`config.mk`:
```
export PLATFORM = sky130hd
export DESIGN_NAME = mdlr_ctrl
export DESIGN_NICKNAME = d
export VERILOG_FILES = /design/src/rtl/core/mdlr_pkg.sv /design/src/rtl/core/mdlr_ctrl.sv
export SDC_FILE = /design/constraint.sdc
export NUM_CORES = 1
export LEC_CHECK = 0
export BUFFER_PORTS_ARGS = -buffer_cell sky130_fd_sc_hd__buf_2
export CORE_MARGIN = 1.5
export CORE_UTILIZATION = 48
export CTS_CLUSTER_SIZE = 24
export DETAILED_ROUTE_END_ITERATION = 16
export GPL_ROUTABILITY_DRIVEN = 1
export MAX_ROUTING_LAYER = met4
export PLACE_DENSITY = 0.71
export SYNTH_ARGS = -nofsm -noshare
export SYNTH_HDL_FRONTEND = slang
export SYNTH_SLANG_ARGS = --single-unit
```
`constraint.sdc`:
```
create_clock -name clk -period 3 [get_ports clk]
set_input_delay 0.6 -clock clk [delete_from_list [all_inputs] [get_ports clk]]
set_output_delay 0.6 -clock clk [all_outputs]
set_load 0.03 [all_outputs]
```
`src/rtl/core/mdlr_pkg.sv`:
```
package mdlr_pkg;

    localparam int VALUE_W   = 32;
    localparam int DIM_W     = 7;
    localparam int CFG_IDX_W = 1;

    // Register indexes on the configuration port
    localparam logic [CFG_IDX_W-1:0] REG_ROWS = 1'b0;
    localparam logic [CFG_IDX_W-1:0] REG_COLS = 1'b1;

    // Item operation codes
    localparam logic OP_LOAD_ITEM = 1'b0;
    localparam logic OP_READ_ITEM = 1'b1;

    typedef struct packed {
        logic                      op;
        logic signed [VALUE_W-1:0] value;
    } mdlr_item_t;

    typedef struct packed {
        logic signed [VALUE_W-1:0] value_res;
        logic [DIM_W-1:0]          kept_rows;
        logic [DIM_W-1:0]          kept_cols;
        logic                      row_end;
        logic                      last;
        logic                      valid_res;
    } mdlr_result_t;

    // Datapath commands issued by the controller
    typedef enum logic [4:0] {
        DP_NONE,
        DP_LOAD,
        DP_SEL_INIT,
        DP_ROW_KEEP,
        DP_ROW_FETCH,
        DP_ROW_ELEM,
        DP_ROW_NEXT,
        DP_ROW_DROP,
        DP_ROW_STEP,
        DP_COL_INIT,
        DP_COL_KEEP,
        DP_COL_FETCH,
        DP_COL_DROP,
        DP_COL_ROW_FETCH,
        DP_COL_ELEM,
        DP_COL_NEXT,
        DP_COL_ROW_STEP,
        DP_READ_FETCH,
        DP_READ_ELEM,
        DP_READ_OUT,
        DP_READ_EMPTY
    } mdlr_cmd_t;

    typedef struct packed {
        logic reading;
        logic row_done;
        logic row_cand_end;
        logic col_done;
        logic col_cand_end;
        logic col_rows_end;
        logic elem_eq;
        logic last_col;
        logic past_end;
    } mdlr_status_t;

endpackage

```
`src/rtl/core/mdlr_ctrl.sv`:
```
module mdlr_ctrl (
    input  logic                   clk,
    input  logic                   rst_n,
    input  logic                   start,
    input  logic                   item_op,
    input  mdlr_pkg::mdlr_status_t status,
    output mdlr_pkg::mdlr_cmd_t    cmd,
    output logic                   busy
);
    import mdlr_pkg::*;

    typedef enum logic [12:0] {
        S_IDLE       = 13'b0000000000001,
        S_ROW_TEST   = 13'b0000000000010,
        S_ROW_ELEM   = 13'b0000000000100,
        S_ROW_CMP    = 13'b0000000001000,
        S_COL_TEST   = 13'b0000000010000,
        S_COL_ROW    = 13'b0000000100000,
        S_COL_ELEM   = 13'b0000001000000,
        S_COL_CMP    = 13'b0000010000000,
        S_READ_FETCH = 13'b0000100000000,
        S_READ_ELEM  = 13'b0001000000000,
        S_READ_OUT   = 13'b0010000000000,
        S_SPARE_A    = 13'b0100000000000,
        S_SPARE_B    = 13'b1000000000000
    } state_t;

    state_t state_reg, state_next;

    always_comb
    begin
        state_next = state_reg;
        cmd        = DP_NONE;
        case (state_reg)
            S_IDLE:
            begin
                if (start)
                begin
                    if (item_op == OP_LOAD_ITEM)
                    begin
                        cmd = DP_LOAD;
                    end
                    else if (status.reading)
                    begin
                        state_next = S_READ_FETCH;
                    end
                    else
                    begin
                        cmd        = DP_SEL_INIT;
                        state_next = S_ROW_TEST;
                    end
                end
            end
            S_ROW_TEST:
            begin
                if (status.row_done)
                begin
                    cmd        = DP_COL_INIT;
                    state_next = S_COL_TEST;
                end
                else if (status.row_cand_end)
                begin
                    cmd = DP_ROW_KEEP;
                end
                else
                begin
                    cmd        = DP_ROW_FETCH;
                    state_next = S_ROW_ELEM;
                end
            end
            S_ROW_ELEM:
            begin
                cmd        = DP_ROW_ELEM;
                state_next = S_ROW_CMP;
            end
            S_ROW_CMP:
            begin
                // mismatch: try the next kept row; full match: drop this row
                if (!status.elem_eq)
                begin
                    cmd        = DP_ROW_NEXT;
                    state_next = S_ROW_TEST;
                end
                else if (status.last_col)
                begin
                    cmd        = DP_ROW_DROP;
                    state_next = S_ROW_TEST;
                end
                else
                begin
                    cmd        = DP_ROW_STEP;
                    state_next = S_ROW_ELEM;
                end
            end
            S_COL_TEST:
            begin
                if (status.col_done)
                begin
                    state_next = S_READ_FETCH;
                end
                else if (status.col_cand_end)
                begin
                    cmd = DP_COL_KEEP;
                end
                else
                begin
                    cmd        = DP_COL_FETCH;
                    state_next = S_COL_ROW;
                end
            end
            S_COL_ROW:
            begin
                if (status.col_rows_end)
                begin
                    cmd        = DP_COL_DROP;
                    state_next = S_COL_TEST;
                end
                else
                begin
                    cmd        = DP_COL_ROW_FETCH;
                    state_next = S_COL_ELEM;
                end
            end
            S_COL_ELEM:
            begin
                cmd        = DP_COL_ELEM;
                state_next = S_COL_CMP;
            end
            S_COL_CMP:
            begin
                if (!status.elem_eq)
                begin
                    cmd        = DP_COL_NEXT;
                    state_next = S_COL_TEST;
                end
                else
                begin
                    cmd        = DP_COL_ROW_STEP;
                    state_next = S_COL_ROW;
                end
            end
            S_READ_FETCH:
            begin
                if (status.past_end)
                begin
                    cmd        = DP_READ_EMPTY;
                    state_next = S_IDLE;
                end
                else
                begin
                    cmd        = DP_READ_FETCH;
                    state_next = S_READ_ELEM;
                end
            end
            S_READ_ELEM:
            begin
                cmd        = DP_READ_ELEM;
                state_next = S_READ_OUT;
            end
            S_READ_OUT:
            begin
                cmd        = DP_READ_OUT;
                state_next = S_IDLE;
            end
            default:
            begin
                state_next = S_IDLE;
            end
        endcase
    end

    always_ff @(posedge clk or negedge rst_n)
    begin
        if (!rst_n)
        begin
            state_reg <= S_IDLE;
        end
        else
        begin
            state_reg <= state_next;
        end
    end

    assign busy = (state_reg != S_IDLE);

endmodule

```
== Word level (Yosys, flattened, before mapping) ==
Cells that the tools add are included.

* Register bits: 13
* Input port bits: 13
* Output and inout bits: 6
* Logic and storage cells: 44

* Equal/unequal tests: 16
* Muxes and demuxes: 26
* Reductions and logical operators: 1

{| class="wikitable"
|+ Operators by type and width
! kind !! count
|-
| $pmux 13 s10 || 1
|-
| $mux 13 || 6
|-
| $pmux 5 s11 || 1
|-
| $mux 4 || 4
|-
| $eq 13x1->1 const B || 1
|-
| $eq 13x10->1 const B || 1
|-
| $eq 13x11->1 const B || 1
|-
| $eq 13x2->1 const B || 1
|-
| $eq 13x3->1 const B || 1
|-
| $eq 13x4->1 const B || 1
|-
| $eq 13x5->1 const B || 1
|-
| $eq 13x6->1 const B || 1
|-
| $eq 13x7->1 const B || 1
|-
| $eq 13x8->1 const B || 1
|-
| $eq 13x9->1 const B || 1
|-
| $ne 13x1->1 const B || 1
|-
| $mux 3 || 4
|-
| $mux 10 || 1
|-
| $mux 9 || 1
|-
| $mux 7 || 1
|-
| $mux 2 || 3
|-
| $mux 6 || 1
|-
| $ne 3x3->1 const B || 2
|-
| $mux 5 || 1
|-
| 3 further kinds || 5
|}

== Longest topological paths before layout ==
Gate-level depths: netlist (run 1).

* Depth in word-level cells: 4
* Depth in mapped cells: 6
* Depth with buffers taken out: 5

== Worst setup path after synthesis (run 1) ==
OpenSTA, ideal clock, no wires.

* Path kind: register to output
* Start: register state_reg[8]
* End: output port cmd[1]
* Data arrival time: 2.088 ns
* Data required time: 2.400 ns
* Path slack: 0.312 ns
* Cell stages (with the launch flop): 6
* Cells stage by stage: dfrtp_1 -> clkbuf_1 -> nor4_2 -> nand3_1 -> or3_1 -> nand4_1

* Word-level cells in the longest chain between the ends: 2
* Elaborated cells between the ends (all ways): 12
* Classes of those cells: 11 x eq/ne; 1 x mux

{| class="wikitable"
|+ RTL lines
! element !! line !! RTL
|-
| start: declaration || mdlr_ctrl.sv:28 || <nowiki>state_t state_reg, state_next;</nowiki>
|-
| start signal: assignment || mdlr_ctrl.sv:180 || <nowiki>state_reg <= state_next;</nowiki>
|-
| $eq 13x11->1 (tied with other cells) || mdlr_ctrl.sv:34 || <nowiki>case (state_reg)</nowiki>
|-
| $pmux 5 s11 * || mdlr_ctrl.sv:34 ||
|-
| end: declaration || mdlr_ctrl.sv:7 || <nowiki>output mdlr_pkg::mdlr_cmd_t cmd,</nowiki>
|}

Every way passes the cells marked *; elsewhere a longest branch is shown, timed or not.

== Worst setup path in the final report (run 1) ==
* Start: register state_reg[9]
* End: output port cmd[2]

Same word-level chain as after synthesis.

==> impl_metrics.csv, run 1 <==
group,metric,value,unit
outcome,run_status,"complete, no violations",
global_route,grt_util_met3,3.02,%
clocking,cts_setup_buffers,0,
finish,post_route_non_filler_standard_cell_count,160,
floorplanning,die_area,2280,um^2
pwr,ir_drop,547,uV
finish,postLayoutCellArea,1120,um^2
global_route,antenna_found_initial,0,
detailed_routing,routedWlPerCell,15.8,um
yosys,synth_seq_area_share,28.7,%
yosys,synth.ff_latch_count,11,
detailed_routing,drt-pass1-iter-count,4,
yosys,synthesis.nets,125,
sta,finalHoldViolations,0,
floorplanning,rows,16,
clocking,clk_transition_reported_paths,0.08,ns
sta,finalWorstPathRequiredPeriod,2.90,ns
finish,num_antenna_cells,0,
detailed_routing,num_vias,981,
clocking,clk_path_buf_depth,2,
worst_setup_path,worst_ep_required_time,2.40,ns
floorplanning,initial_core_util,50.1,%
global_route,track_usage,26.4,%
detailed_routing,drcViolationCount,0,
yosys,count_of_mapped_cells_out_of_synthesis,112,
finish,area_growth,16.3,%
sta,max_slew_headroom,64.0,%
detailed_routing,routed_wire_length,2.53,mm
worst_setup_path,arrival_time_at_the_worst_endpoint,2.30,ns
global_route,globalRoute.totalOverflow,0,
flow_run,timing.max_cap.violations,0,
clocking,clock_latency,0.27,ns
sta,finalCritPeriodShare,96.7,%
pwr,p_leak,0.000497,uW
sta,drv_slew,0,
global_route,grt_busiest_layer,"met2",
worst_setup_path,worstSetupEndpointType,"primary output",
yosys,dominantRegCellSynth,"dfrtp_1",
sta,setup_viol,0,
clocking,cts-resized-gates,0,
sta,setup_skew,0.00133,ns
worst_setup_path,timing.critical_path.slowest_stage_cell,"or4_4",
pwr,power.density_cell_area,700,nW/um^2
sta,rsz_0062_raised_after_global_routing,"false",
yosys,synthTopCellsByArea,"dfrtp_1 (26%), nand4_1 (5.2%), nor4b_1 (4.6%)",
yosys,post_synth.cell_area_avg,8.59,um^2
global_route,global_route_wire_length_before_repair,4.08,mm
yosys,yosys_warnings,0,
min_path,hp-class,"in2async",
finish,fraction_of_layout_instances_using_a_drive_strength_above_1,29.3,%
clocking,tritoncts,"yes",
finish,max_reg_flops,11,
yosys,number_of_flops_mapped_to_enable_cells_by_yosys,0,
clocking,clock-root-buffer,"clkbuf_4",
worst_setup_path,timing_worst_setup_path_type,"reg2out",
place,place_ws,0.407,ns
yosys,yosys.area.top_type,"dfrtp_1",
worst_setup_path,peak_per_stage_delay_on_the_critical_path,0.59,ns
floorplanning,placeableCoreArea,1920,um^2
floorplanning,die_height,47.8,um
clocking,cts_hold_repair.buffers,0,
global_route,met1_usage,35.7,%
finish,finalNetCount,147,
place,half_perimeter_wire_length_after_placement,1.97,mm
finish,layout.filler_cells,200,
sta,final.setup.worst_slack,0.0997,ns
clocking,clock_sinks,11,
detailed_routing,route.detailed.vias_per_inst,6.13,
floorplanning,die_width,47.8,um
worst_setup_path,worstPathCellList,"or4_4, nor4_4, o21ai_1, o21ai_0, nand4b_1, buf_2",
sta,fmax,345,MHz
yosys,synth_cell_type_count,46,
place,dpl_cell_area,1090,um^2
global_route,grt_util_met2,38.9,%
place,placedCellCount,156,
worst_setup_path,rr_worst_depth,5,
clocking,numCtsBuffers,3,
place,gp_routability_congestion,0.810,
clocking,cts_htree_levels,1,
yosys,synth.cell_area,962,um^2
detailed_routing,antenna_violating_nets_post_route,0,
place,io_buffer_count,18,
sta,worst_slew_pin_slew,0.535,ns
global_route,grt_start_max_net_pins,12,
worst_setup_path,critPathMaxFanout,11,
sta,setup-tns-final,0,ns
detailed_routing,drt_iter0_markers,35,
global_route,first_global_vias,953,
worst_setup_path,critical_path.startpoint_type,"flop",
yosys,synth_top_area_share,26.0,%
yosys,share_of_synthesized_registers_carrying_an_async_set_or_reset,100,%
floorplanning,design.portCount,19,
-- critical path, delay by kind of cell (launching register included) --
family / cells / cell delay, ns
and+or+nand+nor: 3 / 1.07
DFF: 1 / 0.50
AOI/OAI and AO/OA: 2 / 0.25
buffers and inverters: 1 / 0.21
-- metrics by stage --
step | hold slack, ns | util [%] | total power [uW]
after floorplan | 0.304 | - | 554
after global placement | 0.487 | 56.8 | 667
after detailed placement | 0.490 | 56.8 | 679
after CTS | 0.197 | 58.2 | 784
after global routing | 0.201 | 58.2 | 833
final | 0.190 | 58.2 | 783
-- per-layer routing --
layer | share of wire, % | vias to the layer above
met3 | 7.0 | 6
met4 | 2.3 | 0
met2 | 48 | 47
li1 | - | 474
met1 | 42 | 454
met5 | 0 | -
-- worst paths after layout --
kind / slack, ns / endpoint / start
max in group asynchronous: 2.54 / state_reg[0]$_DFFE_PN1P_ / rst_n
min in group clk: 0.52 / state_reg[6]$_DFFE_PN0P_ / status[3]
worst min-delay path: 0.19 / state_reg[3]$_DFFE_PN0P_ / rst_n
worst min register to register: 0.63 / state_reg[7]$_DFFE_PN0P_ / state_reg[7]$_DFFE_PN0P_
worst max-delay path: 0.1 / cmd[2] / state_reg[9]$_DFFE_PN0P_
worst max register to register: 0.96 / state_reg[0]$_DFFE_PN1P_ / state_reg[1]$_DFFE_PN0P_
-- synthesized netlist by cell type (3+ instances only) --
master    number
nand3_1        3
a21oi_1        4
inv_1          4
nor4b_1        5
clkbuf_1       3
o21ai_0        5
nand2b_1       3
or3_1          3
nor2_1        10
nor3_1         8
nand4_1        8
nand2_1        5
dfrtp_1       10
-- area by class of cell --
type                            instances  area [um^2]  share of cell area, %
Clock buffer                            4         26.3                   2.35
Inverter                                4         15.0                   1.34
Multi-Input combinational cell         93          654                   58.5
Sequential cell                        11          277                   24.7
Tap cell                               27         33.8                   3.02
Timing Repair Buffer                   21          113                   10.1
-- cell families (layout without fill, tap and decap cells) --
logic type | Yosys count | in the layout | synth area share [%]
simple gates | 68 | 68 | 49.5
mux | 1 | 1 | 1.17
xor+xnor | 4 | 4 | 3.64
compound gates | 20 | 20 | 13.7
buf+inv | 8 | 29 | 3.25
flops | 11 | 11 | 28.7
-- cells in the final DEF (no fill, tap or decap), types with 2 or more instances in the layout --
| cell | instances |
|---|---|
| a21oi_1 | 4 |
| buf_2 | 18 |
| buf_4 | 3 |
| clkbuf_4 | 3 |
| dfrtp_1 | 10 |
| inv_1 | 4 |
| nand2_1 | 5 |
| nand2b_1 | 3 |
| nand3_1 | 3 |
| nand4_1 | 8 |
| nand4b_1 | 2 |
| nor2_1 | 10 |
| nor2b_1 | 2 |
| nor3_1 | 8 |
| nor3b_1 | 2 |
| nor4_4 | 2 |
| nor4b_1 | 5 |
| o21ai_0 | 5 |
| or2_2 | 2 |
| or3_1 | 3 |
| or4_4 | 2 |
| xnor2_1 | 2 |
| xor2_1 | 2 |
-- report_power, final --
part / internal (uW) / switching [uW] / leakage, uW / total [uW]
Combinational: 185 / 273 / 0.000333 / 458
Sequential: 175 / 44.4 / 0.000149 / 220
Clock: 51.5 / 54.3 / 0.0000150 / 106
(Power assumes the default switching activity.)
==> run 2: changes to the inputs <==
==> constraint.sdc (replaced) <==
create_clock -name clk -period 2.7 [get_ports clk]
set_input_delay 0.54 -clock clk [delete_from_list [all_inputs] [get_ports clk]]
set_output_delay 0.54 -clock clk [all_outputs]
set_load 0.005 [all_outputs]
==> impl_metrics.csv, run 2 (synthesis gave the netlist of run 1 again) <==
group,metric,value,unit
finish,num_antenna_cells,0,
sta,setup_skew,0.00769,ns
outcome,run_status,"complete, no violations",
detailed_routing,drcViolationCount,0,
finish,finalNetCount,152,
finish,fin_util,61.6,%
worst_setup_path,worst-path-stages,6,
detailed_routing,routed_wire_length,2.66,mm
sta,setup_viol,0,
clocking,cts_htree_levels,1,
detailed_routing,routedWlPerCell,16.1,um
sta,finalWorstPathRequiredPeriod,2.61,ns
detailed_routing,route.detailed.vias_per_inst,6.04,
floorplanning,die_height,47.8,um
worst_setup_path,arrival_time_at_the_worst_endpoint,2.07,ns
place,gp_routability_congestion,0.811,
worst_setup_path,worstPathCellList,"buf_4, nor4b_2, nand3_1, or3_1, nand4_1, buf_2",
worst_setup_path,rr_worst_depth,5,
worst_setup_path,timing.critical_path.slowest_stage_cell,"dfrtp_2",
clocking,clk_transition_reported_paths,0.09,ns
floorplanning,die_area,2280,um^2
worst_setup_path,timing_worst_setup_path_type,"reg2out",
place,half_perimeter_wire_length_after_placement,1.98,mm
finish,postLayoutCellArea,1180,um^2
global_route,grt_util_met2,39.7,%
finish,mostFrequentLayoutCells,"buf_2 (18), nor2_1 (10), nor3_1 (8), nand4_1 (8), buf_4 (8)",
floorplanning,rows,16,
worst_setup_path,worstSetupEndpointType,"primary output",
clocking,numCtsBuffers,3,
finish,register_area,284,um^2
finish,multi_input_area,673,um^2
worst_setup_path,critPathMaxFanout,6,
clocking,cts_hold_repair.buffers,0,
floorplanning,initial_core_util,50.1,%
detailed_routing,num_vias,996,
min_path,hp-class,"in2async",
sta,drv_slew,0,
finish,area_growth,23.0,%
sta,fmax,382,MHz
global_route,grt_start_max_net_pins,12,
worst_setup_path,worst_ep_required_time,2.16,ns
floorplanning,placeableCoreArea,1920,um^2
flow_run,timing.max_cap.violations,0,
finish,fraction_of_layout_instances_using_a_drive_strength_above_1,37.7,%
finish,max_reg_flops,11,
global_route,grt_busiest_layer,"met2",
clocking,clock_sinks,11,
global_route,track_usage,26.2,%
pwr,p_leak,0.000525,uW
detailed_routing,drt_iter0_markers,45,
sta,setup-tns-final,0,ns
global_route,grt_util_met3,3.40,%
worst_setup_path,buf_inv_on_cp,2,
floorplanning,die_width,47.8,um
finish,post_route_non_filler_standard_cell_count,165,
clocking,tritoncts,"yes",
sta,worst_slew_pin_slew,0.380,ns
finish,layout.filler_cells,194,
place,dpl_cell_area,1090,um^2
global_route,global_route_wire_length_before_repair,4.11,mm
clocking,clk_path_buf_depth,2,
place,placedCellCount,156,
pwr,ir_drop,371,uV
place,io_buffer_count,18,
clocking,clock_latency,0.27,ns
floorplanning,design.portCount,19,
sta,finalCritPeriodShare,96.8,%
global_route,first_global_vias,877,
worst_setup_path,critical_path.startpoint_type,"flop",
global_route,globalRoute.totalOverflow,0,
global_route,antenna_found_initial,0,
sta,max_slew_headroom,74.4,%
detailed_routing,drt-pass1-iter-count,4,
detailed_routing,antenna_violating_nets_post_route,0,
global_route,met1_usage,38.3,%
clocking,clock-root-buffer,"clkbuf_4",
finish,layout.cells.most_common,"buf_2",
worst_setup_path,peak_per_stage_delay_on_the_critical_path,0.45,ns
worst_setup_path,critPathTopFamily,"simple AND/OR/NAND/NOR gates",
sta,finalHoldViolations,0,
pwr,power.density_cell_area,730,nW/um^2
run 2: changes by cell type in the layout (fill, tap and decap cells not counted):
cell and change:
dfrtp_1 -6, nor4_2 -1, or4b_4 +1, clkinv_2 +1, nor4b_2 +1, nor4_4 +1, buf_4 +5, nor4b_1 -1
dfrtp_2 +6, clkbuf_1 -1, or4b_2 -1
run 2: final cells by class:
type | count | share of cell area (%)
Timing Repair Buffer | 26 | 12.7
Clock inverter | 1 | 0.423
Multi-Input combinational cell | 93 | 56.9
Tap cell | 27 | 2.85
Clock buffer | 3 | 1.90
Inverter | 4 | 1.27
Sequential cell | 11 | 24.0
run 2: report_power, final:
| group | switching [uW] | internal, uW |
|---|---|---|
| sequential | 53.9 | 197 |
| combinational | 257 | 237 |
| clock | 64.8 | 54.7 |
| total | 376 | 488 |
run 2: per-layer routing:
metal  up-vias  routed length [um]
li1        483                   -
met1       471                1170
met2        40                1330
met3         2                 147
met4         0                  18
met5         -                   0
run 2: final timing paths:
| check | end | startpoint | slack, ns |
|---|---|---|---|
| max | cmd[1] | state_reg[2]$_DFFE_PN0P_ | 0.09 |
| min | state_reg[5]$_DFFE_PN0P_ | rst_n | 0.13 |
| max reg2reg | state_reg[0]$_DFFE_PN1P_ | state_reg[4]$_DFFE_PN0P_ | 0.78 |
| min reg2reg | state_reg[10]$_DFFE_PN0P_ | state_reg[8]$_DFFE_PN0P_ | 0.62 |
| max in group asynchronous | state_reg[0]$_DFFE_PN1P_ | rst_n | 2.29 |
| min in group clk | state_reg[6]$_DFFE_PN0P_ | status[3] | 0.46 |
run 2: repair_timing:
action / in CTS / in global routing
cloned: 0 / 0
buffers inserted: 0 / 5
pin swaps: 2 / 2
resized for setup: 1 / 8
setup endpoints to repair: 2 / 4
run 2: stage by stage:
step	worst slack, ns	total power, uW	hold slack [ns]
final	0.0852	864	0.130
after floorplan	0.483	556	0.244
after CTS	0.00775	808	0.138
after global routing	-0.0138	915	0.143
after global placement	0.279	680	0.427
after detailed placement	0.254	691	0.427
